<file path="config.mk">
export PLATFORM = sky130hd
export DESIGN_NAME = csrmv_mac
export DESIGN_NICKNAME = d
export VERILOG_FILES = /design/src/rtl/csrmv_pkg.sv /design/src/rtl/csrmv_mac.sv
export VERILOG_INCLUDE_DIRS = /design/src /design/src/rtl
export SDC_FILE = /design/constraint.sdc
export NUM_CORES = 2
export LEC_CHECK = 0
export ABC_AREA = 1
export BUFFER_PORTS_ARGS = -buffer_cell sky130_fd_sc_hd__buf_2
export CAP_MARGIN = 15
export CELL_PAD_IN_SITES_DETAIL_PLACEMENT = 1
export CELL_PAD_IN_SITES_GLOBAL_PLACEMENT = 1
export CORE_AREA = 2 2 338 340
export CTS_CLUSTER_DIAMETER = 200
export DETAILED_ROUTE_END_ITERATION = 8
export DIE_AREA = 0 0 340 342
export PLACE_DENSITY = 0.85
export SLEW_MARGIN = 0
export SYNTH_ARGS = -nofsm -noshare
export SYNTH_HDL_FRONTEND = slang
export SYNTH_SLANG_ARGS = --single-unit
</file>
<file path="constraint.sdc">
create_clock -name aclk -period 7.1 [get_ports aclk]
set_input_delay 0.355 -clock aclk [delete_from_list [all_inputs] [get_ports aclk]]
set_output_delay 0.355 -clock aclk [all_outputs]
set_load 0.03 [all_outputs]
</file>
<file path="src/rtl/csr_sparse_matvec_core_assert.svh">
// assertion macros for the csr sparse matvec core
// depends on nothing; included by the modules that check their own logic
`ifndef CSR_SPARSE_MATVEC_CORE_ASSERT_SVH
`define CSR_SPARSE_MATVEC_CORE_ASSERT_SVH

`ifndef ASSERT_OFF
`define CSRMV_ASSERT_IMP(name, clk, rst_n, ante, cons) \
    name: assert property (@(posedge clk) disable iff (!rst_n) (ante) |-> (cons)) \
        else $error("assertion failed");
`define CSRMV_ASSERT_NXT(name, clk, rst_n, ante, cons) \
    name: assert property (@(posedge clk) disable iff (!rst_n) (ante) |=> (cons)) \
        else $error("assertion failed");
`else
`define CSRMV_ASSERT_IMP(name, clk, rst_n, ante, cons)
`define CSRMV_ASSERT_NXT(name, clk, rst_n, ante, cons)
`endif

`endif

</file>
<file path="src/rtl/csrmv_pkg.sv">
// shared constants, operation codes and the stage-one item type
// depends on nothing
package csrmv_pkg;

    localparam int unsigned VECTOR_DEPTH = 2048;
    localparam int unsigned VEC_AW = (VECTOR_DEPTH > 1) ? $clog2(VECTOR_DEPTH) : 1;
    localparam int unsigned OP_W = 2;
    localparam int unsigned POS_W = 11;
    localparam int unsigned DATA_W = 32;
    localparam int unsigned SUM_W = 64;
    localparam int unsigned ROW_W = 16;

    typedef enum logic [OP_W-1:0] {
        OP_LOAD  = 2'd0,
        OP_ACCUM = 2'd1,
        OP_CLOSE = 2'd2
    } op_t;

    typedef struct packed {
        logic                     valid;
        op_t                      op;
        logic                     in_range;
        logic signed [DATA_W-1:0] matrix_value;
    } mac_item_t;

endpackage

</file>
<file path="src/rtl/csrmv_mac.sv">
// multiply stage, row accumulator, row counter and result register
// depends on csrmv_pkg and csr_sparse_matvec_core_assert.svh
`include "csr_sparse_matvec_core_assert.svh"

module csrmv_mac import csrmv_pkg::*; (
    input  logic                     aclk,
    input  logic                     aresetn,
    input  mac_item_t                item,
    input  logic [DATA_W-1:0]        ram_q,
    output logic                     advance,
    output logic                     m_valid,
    input  logic                     m_ready,
    output logic signed [SUM_W-1:0]  m_row_sum,
    output logic [ROW_W-1:0]         m_row_number
);

    logic                     s1_valid_reg;
    op_t                      s1_op_reg;
    logic                     s1_in_range_reg;
    logic signed [DATA_W-1:0] s1_mval_reg;
    logic signed [DATA_W-1:0] elem;
    logic signed [SUM_W-1:0]  prod;

    logic                     s2_valid_reg;
    op_t                      s2_op_reg;
    logic signed [SUM_W-1:0]  s2_prod_reg;

    logic [SUM_W-1:0] acc_reg, acc_next;
    logic [ROW_W-1:0] row_cnt_reg, row_cnt_next;
    logic             out_valid_reg, out_valid_next;
    logic [SUM_W-1:0] out_sum_reg, out_sum_next;
    logic [ROW_W-1:0] out_row_reg, out_row_next;
    logic             stall;

    // a close at the end waits while the previous result is still held
    assign stall   = s2_valid_reg && (s2_op_reg == OP_CLOSE) && out_valid_reg && !m_ready;
    assign advance = !stall;

    // out-of-range columns read zero
    assign elem = (s1_in_range_reg && (s1_op_reg == OP_ACCUM)) ? $signed(ram_q) : '0;
    assign prod = s1_mval_reg * elem;

    always_ff @(posedge aclk) begin
        if (!aresetn) begin
            s1_valid_reg <= 1'b0;
            s2_valid_reg <= 1'b0;
        end else if (advance) begin
            s1_valid_reg <= item.valid;
            s2_valid_reg <= s1_valid_reg;
        end
    end

    always_ff @(posedge aclk) begin
        if (advance) begin
            s1_op_reg       <= item.op;
            s1_in_range_reg <= item.in_range;
            s1_mval_reg     <= item.matrix_value;
            s2_op_reg       <= s1_op_reg;
            s2_prod_reg     <= prod;
        end
    end

    always_comb begin
        acc_next       = acc_reg;
        row_cnt_next   = row_cnt_reg;
        out_valid_next = out_valid_reg && !m_ready;
        out_sum_next   = out_sum_reg;
        out_row_next   = out_row_reg;
        if (advance && s2_valid_reg) begin
            unique case (s2_op_reg)
                OP_ACCUM: begin
                    acc_next = acc_reg + SUM_W'(s2_prod_reg);
                end
                OP_CLOSE: begin
                    out_valid_next = 1'b1;
                    out_sum_next   = acc_reg;
                    out_row_next   = row_cnt_reg;
                    acc_next       = '0;
                    row_cnt_next   = ROW_W'(row_cnt_reg + 1'b1);
                end
                default: begin
                end
            endcase
        end
    end

    always_ff @(posedge aclk) begin
        if (!aresetn) begin
            acc_reg       <= '0;
            row_cnt_reg   <= '0;
            out_valid_reg <= 1'b0;
        end else begin
            acc_reg       <= acc_next;
            row_cnt_reg   <= row_cnt_next;
            out_valid_reg <= out_valid_next;
        end
    end

    always_ff @(posedge aclk) begin
        out_sum_reg <= out_sum_next;
        out_row_reg <= out_row_next;
    end

    assign m_valid      = out_valid_reg;
    assign m_row_sum    = $signed(out_sum_reg);
    assign m_row_number = out_row_reg;

    `CSRMV_ASSERT_IMP(a_stall_needs_result, aclk, aresetn, stall, out_valid_reg)
    `CSRMV_ASSERT_NXT(a_close_emits, aclk, aresetn,
        advance && s2_valid_reg && (s2_op_reg == OP_CLOSE), out_valid_reg && (acc_reg == '0))
    `CSRMV_ASSERT_NXT(a_row_steps, aclk, aresetn,
        advance && s2_valid_reg && (s2_op_reg == OP_CLOSE),
        row_cnt_reg == ROW_W'($past(row_cnt_reg) + 1'b1))
    `CSRMV_ASSERT_NXT(a_row_holds, aclk, aresetn,
        !(advance && s2_valid_reg && (s2_op_reg == OP_CLOSE)), $stable(row_cnt_reg))

endmodule

</file>
==> results.md, run 1 <==
* Status: stopped before the end
* Stage reached: global routing
* Tool Error: [ERROR GRT-0232] Routing congestion too high. Check the congestion heatmap in the GUI.
* Yosys Warn Count at 0
* Post-synthesis sequential area ratio at between 10% and 20%
* Ranking of synthesized cells by area: fa_1 43%, edfxtp_1 11%, inv_1 11%, nand2_1 10%, ha_1 6.2%
* Number of synthesized register bits at 264
* H-tree levels at 2
* Root buf cell: clkbuf_16
* Syn nets at roughly 7500
* Synth top cells by count: 1415 x inv_1, 1373 x nand2_1, 1083 x fa_1, 785 x nor2_1, 249 x ha_1
* Mux contribution to synthesized area at 0%
* Initial core utilization at 44.5%
* Mean Syn Cell Area at between 8 and 9 um^2
* Total congestion overflow at 7
* Worst endpoint type: sequential cell input
* Netlist cell types at 46
* Clock Tree Buf Depth at 3
* Simple-gate share of the synthesized area at between 10% and 20%
* Top_reg_cell synth: edfxtp_1
* Die W at 340 um
* Yosys top cell by area: fa_1
* Last worst endpoint in the global-route repair_timing: s2_prod_reg[59]$_DFFE_PN_/D
* Die Y at between 300 and 400 um
* Area share of fa/ha/maj cells after synthesis at 49.2%
* Xor and xnor area share after synthesis at under 10%
* Synth Area in Compound Gates at 4.30%
* GP Congestion at just over 1
* Async SR Flop Fraction at 0%
* DP HPWL at between 150000 and 200000 um
* Top-area cell type share of the netlist area at 43.0%
* CTS buffer count at 34
* Syn Std Cell Area at 50400 um^2
* I/O pin count at 153
* Mapped Cells at a little over 6000
* Top-count cell post-synth: inv_1
* Largest family of logic cells by synthesized area: adder cells
* Number of flops mapped to enable cells by yosys at 181
* CTS sink count at approximately 260
* Largest net degree at the start of global routing at 67
* Tot GR Track Use at about three fifths
* Site Rows at 124
* Port Buffers at around 150
## what timing repair did
item	in CTS
pin swaps	87
endpoints found under the hold margin	35
cloned	7
setup endpoints to repair	51
resized for setup	389
hold buffers	35
buffers inserted	34
## through the flow
| stage | area (um^2) | setup slack [ps] | cells |
|---|---|---|---|
| 4_1_cts | 61400 | -779 | 8292 |
| 3_5_place_dp | 57800 | -1050 | 8154 |
| 3_3_place_gp | 57800 | -628 | 8154 |
| 2_1_floorplan | 50700 | -243 | 6102 |
## layer usage
metal  GRT overflow  global-route usage (%)
met1              0                    57.7
met2              1                    77.5
met3              0                    43.4
met4              6                    58.1
met5              0                    23.5
## logic make-up after synthesis
kind of cell             after synthesis
AND/OR/NAND/NOR                     2423
adder cells (fa/ha/maj)             1332
AO/OA/AOI/OAI                        394
buffers and inverters               1630
XOR/XNOR                              59
flip-flops                           264
==> run 2, diff against run 1 <==
--- a/config.mk
+++ b/config.mk
@@ -9,13 +9,10 @@
 export ABC_AREA = 1
 export BUFFER_PORTS_ARGS = -buffer_cell sky130_fd_sc_hd__buf_2
 export CAP_MARGIN = 15
-export CELL_PAD_IN_SITES_DETAIL_PLACEMENT = 1
-export CELL_PAD_IN_SITES_GLOBAL_PLACEMENT = 1
-export CORE_AREA = 2 2 338 340
-export CTS_CLUSTER_DIAMETER = 200
+export CORE_AREA = 2 2 358 360
 export DETAILED_ROUTE_END_ITERATION = 8
-export DIE_AREA = 0 0 340 342
-export PLACE_DENSITY = 0.85
+export DIE_AREA = 0 0 360 362
+export PLACE_DENSITY_LB_ADDON = 0.15
 export SLEW_MARGIN = 0
 export SYNTH_ARGS = -nofsm -noshare
 export SYNTH_HDL_FRONTEND = slang
==> constraint.sdc (replaced) <==
create_clock -name aclk -period 9.23 [get_ports aclk]
set_input_delay 0.4615 -clock aclk [delete_from_list [all_inputs] [get_ports aclk]]
set_output_delay 0.4615 -clock aclk [all_outputs]
set_load 0.03 [all_outputs]
==> run 2 against run 1 <==
Net effect:
- the flow now finishes without violations
- synthesized cell count stayed put
- area after synthesis stayed put
==> results.md, run 2 <==
* PD cells at roughly 150 nW/um^2
* Crit path DAT at about 9000 ps
* CP endpoint kind: register
* Fmax at about 110 MHz
* Measured slew at the worst slew-check pin at 1030 ps
* Via count at approximately 40000
* DP HPWL at 157000 um (was 181000 um)
* Netlist cell types at 46 (unchanged)
* Sw Share at between 40 and 50%
* Syn Std Cell Area at 50400 um^2 (unchanged)
* Post-layout min period at around 9000 ps
* CTS tree: done
* CTS sink count at 264 (unchanged)
* Clk_lat worst skew at ~600 ps
* Final total power at ~8.3 mW
* Fin worst setup slack at 392 ps
* Antenna Cells at 0
* Critical Path Source: s1_op_reg[0]
* Max_slew headroom at a little under a third
* Syn nets at 7505 (unchanged)
* Die Y at 362 um (was 342 um)
* Gate power share at between 60% and 70%
* Layout cells sized above 1 at under 10%
* I/O pin count at 153 (unchanged)
* Final Max Tran Viols at 0
* Internal power at about 4.1 mW
* Total congestion overflow at 0
* Number of global-route vias before repair at 44026
* Sequential share of power at 20.4%
* Most frequent cells in the layout: 1412 x inv_1, 1373 x nand2_1, 1082 x fa_1
* DRT Pass-1 Iters at 5
* Clock Tree Buf Depth at 3 (unchanged)
* HP Class: input port to register
* Fin. Hold Viols at 0
* Top_reg_cell synth: edfxtp_1 (unchanged)
* Hold path startpoint: item[11]
* Period utilization at a little over nine tenths
* Area post-placement at 54100 um^2 (was 57800 um^2)
* GP Congestion at 0.974 (was 1.03)
* Setup_tns at 0 ps
* Mapped Cells at 6102 (unchanged)
* Worst reg-to-reg setup slack at 390 ps
* Switching Power at around 4.1 mW
* Number of flops mapped to enable cells by yosys at 181 (unchanged)
* Largest net degree at the start of global routing at 67
* RSZ-0062 raised after global routing: false
* Maximum vdd drop at between 0.0001 and 0.00015 V
* Ranking of synthesized cells by area: fa_1 43%, edfxtp_1 11%, inv_1 11%, nand2_1 10%, ha_1 6.2% (unchanged)
* DRC at 0
* Pleak at between 20 and 30 nW
* Crit path buffers/inverters at 5
* Global-route wire length before repair at about 280000 um
* Critical-path maximum fanout at 19
* DR iter-0 viols at between 3000 and 4000
* H-tree levels at 2 (unchanged)
* Crit path required time at between 9000 and 10000 ps
* Port Buffers at 152 (unchanged)
* Synth top cells by count: 1415 x inv_1, 1373 x nand2_1, 1083 x fa_1, 785 x nor2_1, 249 x ha_1 (unchanged)
* Final Cell Area at 55400 um^2
* Clk_skew at around 46 ps
* Routed len/inst at 23.6 um
* CTS buffer count at 34 (unchanged)
* Pre-CTS setup slack at 253 ps (was -1050 ps)
* Critical Path Source Type: register
* Initial core utilization at 39.8% (was 44.5%)
* Most used cell, CP: fa_1
* Yosys Warn Count at 0 (unchanged)
* Final wirelength at approximately 190000 um
* Commonest non-fill, non-tap cell in the layout: inv_1
* Via-per-instance ratio at ~5.1
* Routed Antenna Nets at 0
* DIE AREA at about 130000 um^2
* Yosys top cell by area: fa_1 (unchanged)
* Delay-heaviest family, CP: adder cells
* Nets@finish at 7731
* Worst r2r src: s1_op_reg[0]
* Site Rows at 131 (was 124)
* Async SR Flop Fraction at 0% (unchanged)
* Clock network fraction of total power at ~17%
* Setup CP Type: register to register
* Top-area cell type share of the netlist area at 43.0% (unchanged)
* # Max-Cap Violations at 0
* Tot GR Track Use at 29.7%
* Setup violators final at 0
* Top-count cell post-synth: inv_1 (unchanged)
* Area growth syn-to-layout at 10.1%
* Status: complete, no violations (was stopped before the end)
* Post-synthesis sequential area ratio at 14.1% (unchanged)
* Initial antenna violation count at 1
* Max incr delay on CP at ~730 ps
* Root buf cell: clkbuf_16 (unchanged)
* Core Area at ~130000 um^2
* Die W at 360 um (was 340 um)
* Clk slew on worst S/H paths at 60 ps
* Number of synthesized register bits at 264 (unchanged)
* Slowest CP cell: clkinv_1
* Mean Syn Cell Area at 8.25 um^2 (unchanged)
-- run 2: cell counts after synthesis --
Identical to the previous run, type by type.
-- run 2: path summary, 6_finish.rpt --
check / to / cells past startpoint
setup / recovery: s2_prod_reg[41] / 26
hold / removal: s1_mval_reg[11] / 1
setup reg to reg: s2_prod_reg[41] / 26
hold reg to reg: m_row_sum[57] / 0
-- run 2: layer usage --
| layer | share of wire [%] | wire length (um) | vias up | track usage (%) |
|---|---|---|---|---|
| li1 | - | - | 18404 | - |
| met1 | 41 | 78000 | 20791 | 38.4 |
| met2 | 46 | 87200 | 1538 | 48.9 |
| met3 | 7.5 | 14100 | 384 | 5.44 |
| met4 | 5.1 | 9670 | 0 | 12.9 |
| met5 | 0 | 0 | - | 0 |
-- run 2: final cells by class --
class                           instances  area, um^2
Tap cell                             1662        2080
Inverter                             1438        5400
Sequential cell                       264        7100
Clock buffer                           50         995
Fill cell                           13011       71300
Clock inverter                         12         164
Timing Repair Buffer                  382        2570
Multi-Input combinational cell       4208       37100
-- run 2: cell families (layout without fill, tap and decap cells) --
group / after synthesis / count (layout) / share of synthesized area (%)
simple gates: 2423 / 2423 / 19.1
buf+inv: 1630 / 1882 / 12.2
xor+xnor: 59 / 59 / 1.03
compound gates: 394 / 394 / 4.30
fa+ha+maj: 1332 / 1332 / 49.2
flops: 264 / 264 / 14.1
-- run 2: worst reg2reg max path: cells and delay by family (launching register included) --
family	cells	cell delay [ps]
adder cells (fa/ha/maj)	9	4610
buffers and inverters	5	1280
AO/OA/AOI/OAI	4	1190
AND/OR/NAND/NOR	7	920
flip-flops	1	390
XOR/XNOR	1	190
-- run 2: repair_timing --
item,4_1_cts,5_1_grt
endpoints found under the hold margin,19,0
endpoints found under the setup margin,0,8
resized for setup,0,3
buffers inserted,0,3
hold buffers,19,0
-- run 2: power by group through the flow --
stage	Clock (mW)	Combinational [mW]	Sequential, mW
2_1_floorplan	0	3.13	1.59
3_3_place_gp	0	5.12	1.70
3_5_place_dp	0	5.11	1.70
4_1_cts	1.47	5.15	1.68
5_1_grt	1.51	5.73	1.69
6_report	1.41	5.16	1.68
-- run 2: through the flow --
stage | instances | utilization (%) | hold WS [ps]
2_1_floorplan | 6102 | - | 417
3_3_place_gp | 7932 | 42.7 | 432
3_5_place_dp | 7932 | 42.7 | 438
4_1_cts | 8013 | 43.7 | 0.325
5_1_grt | 8016 | 43.8 | 19.3
6_report | 8016 | 43.8 | 44.5
Note: power is estimated with default switching activity, not from simulation.
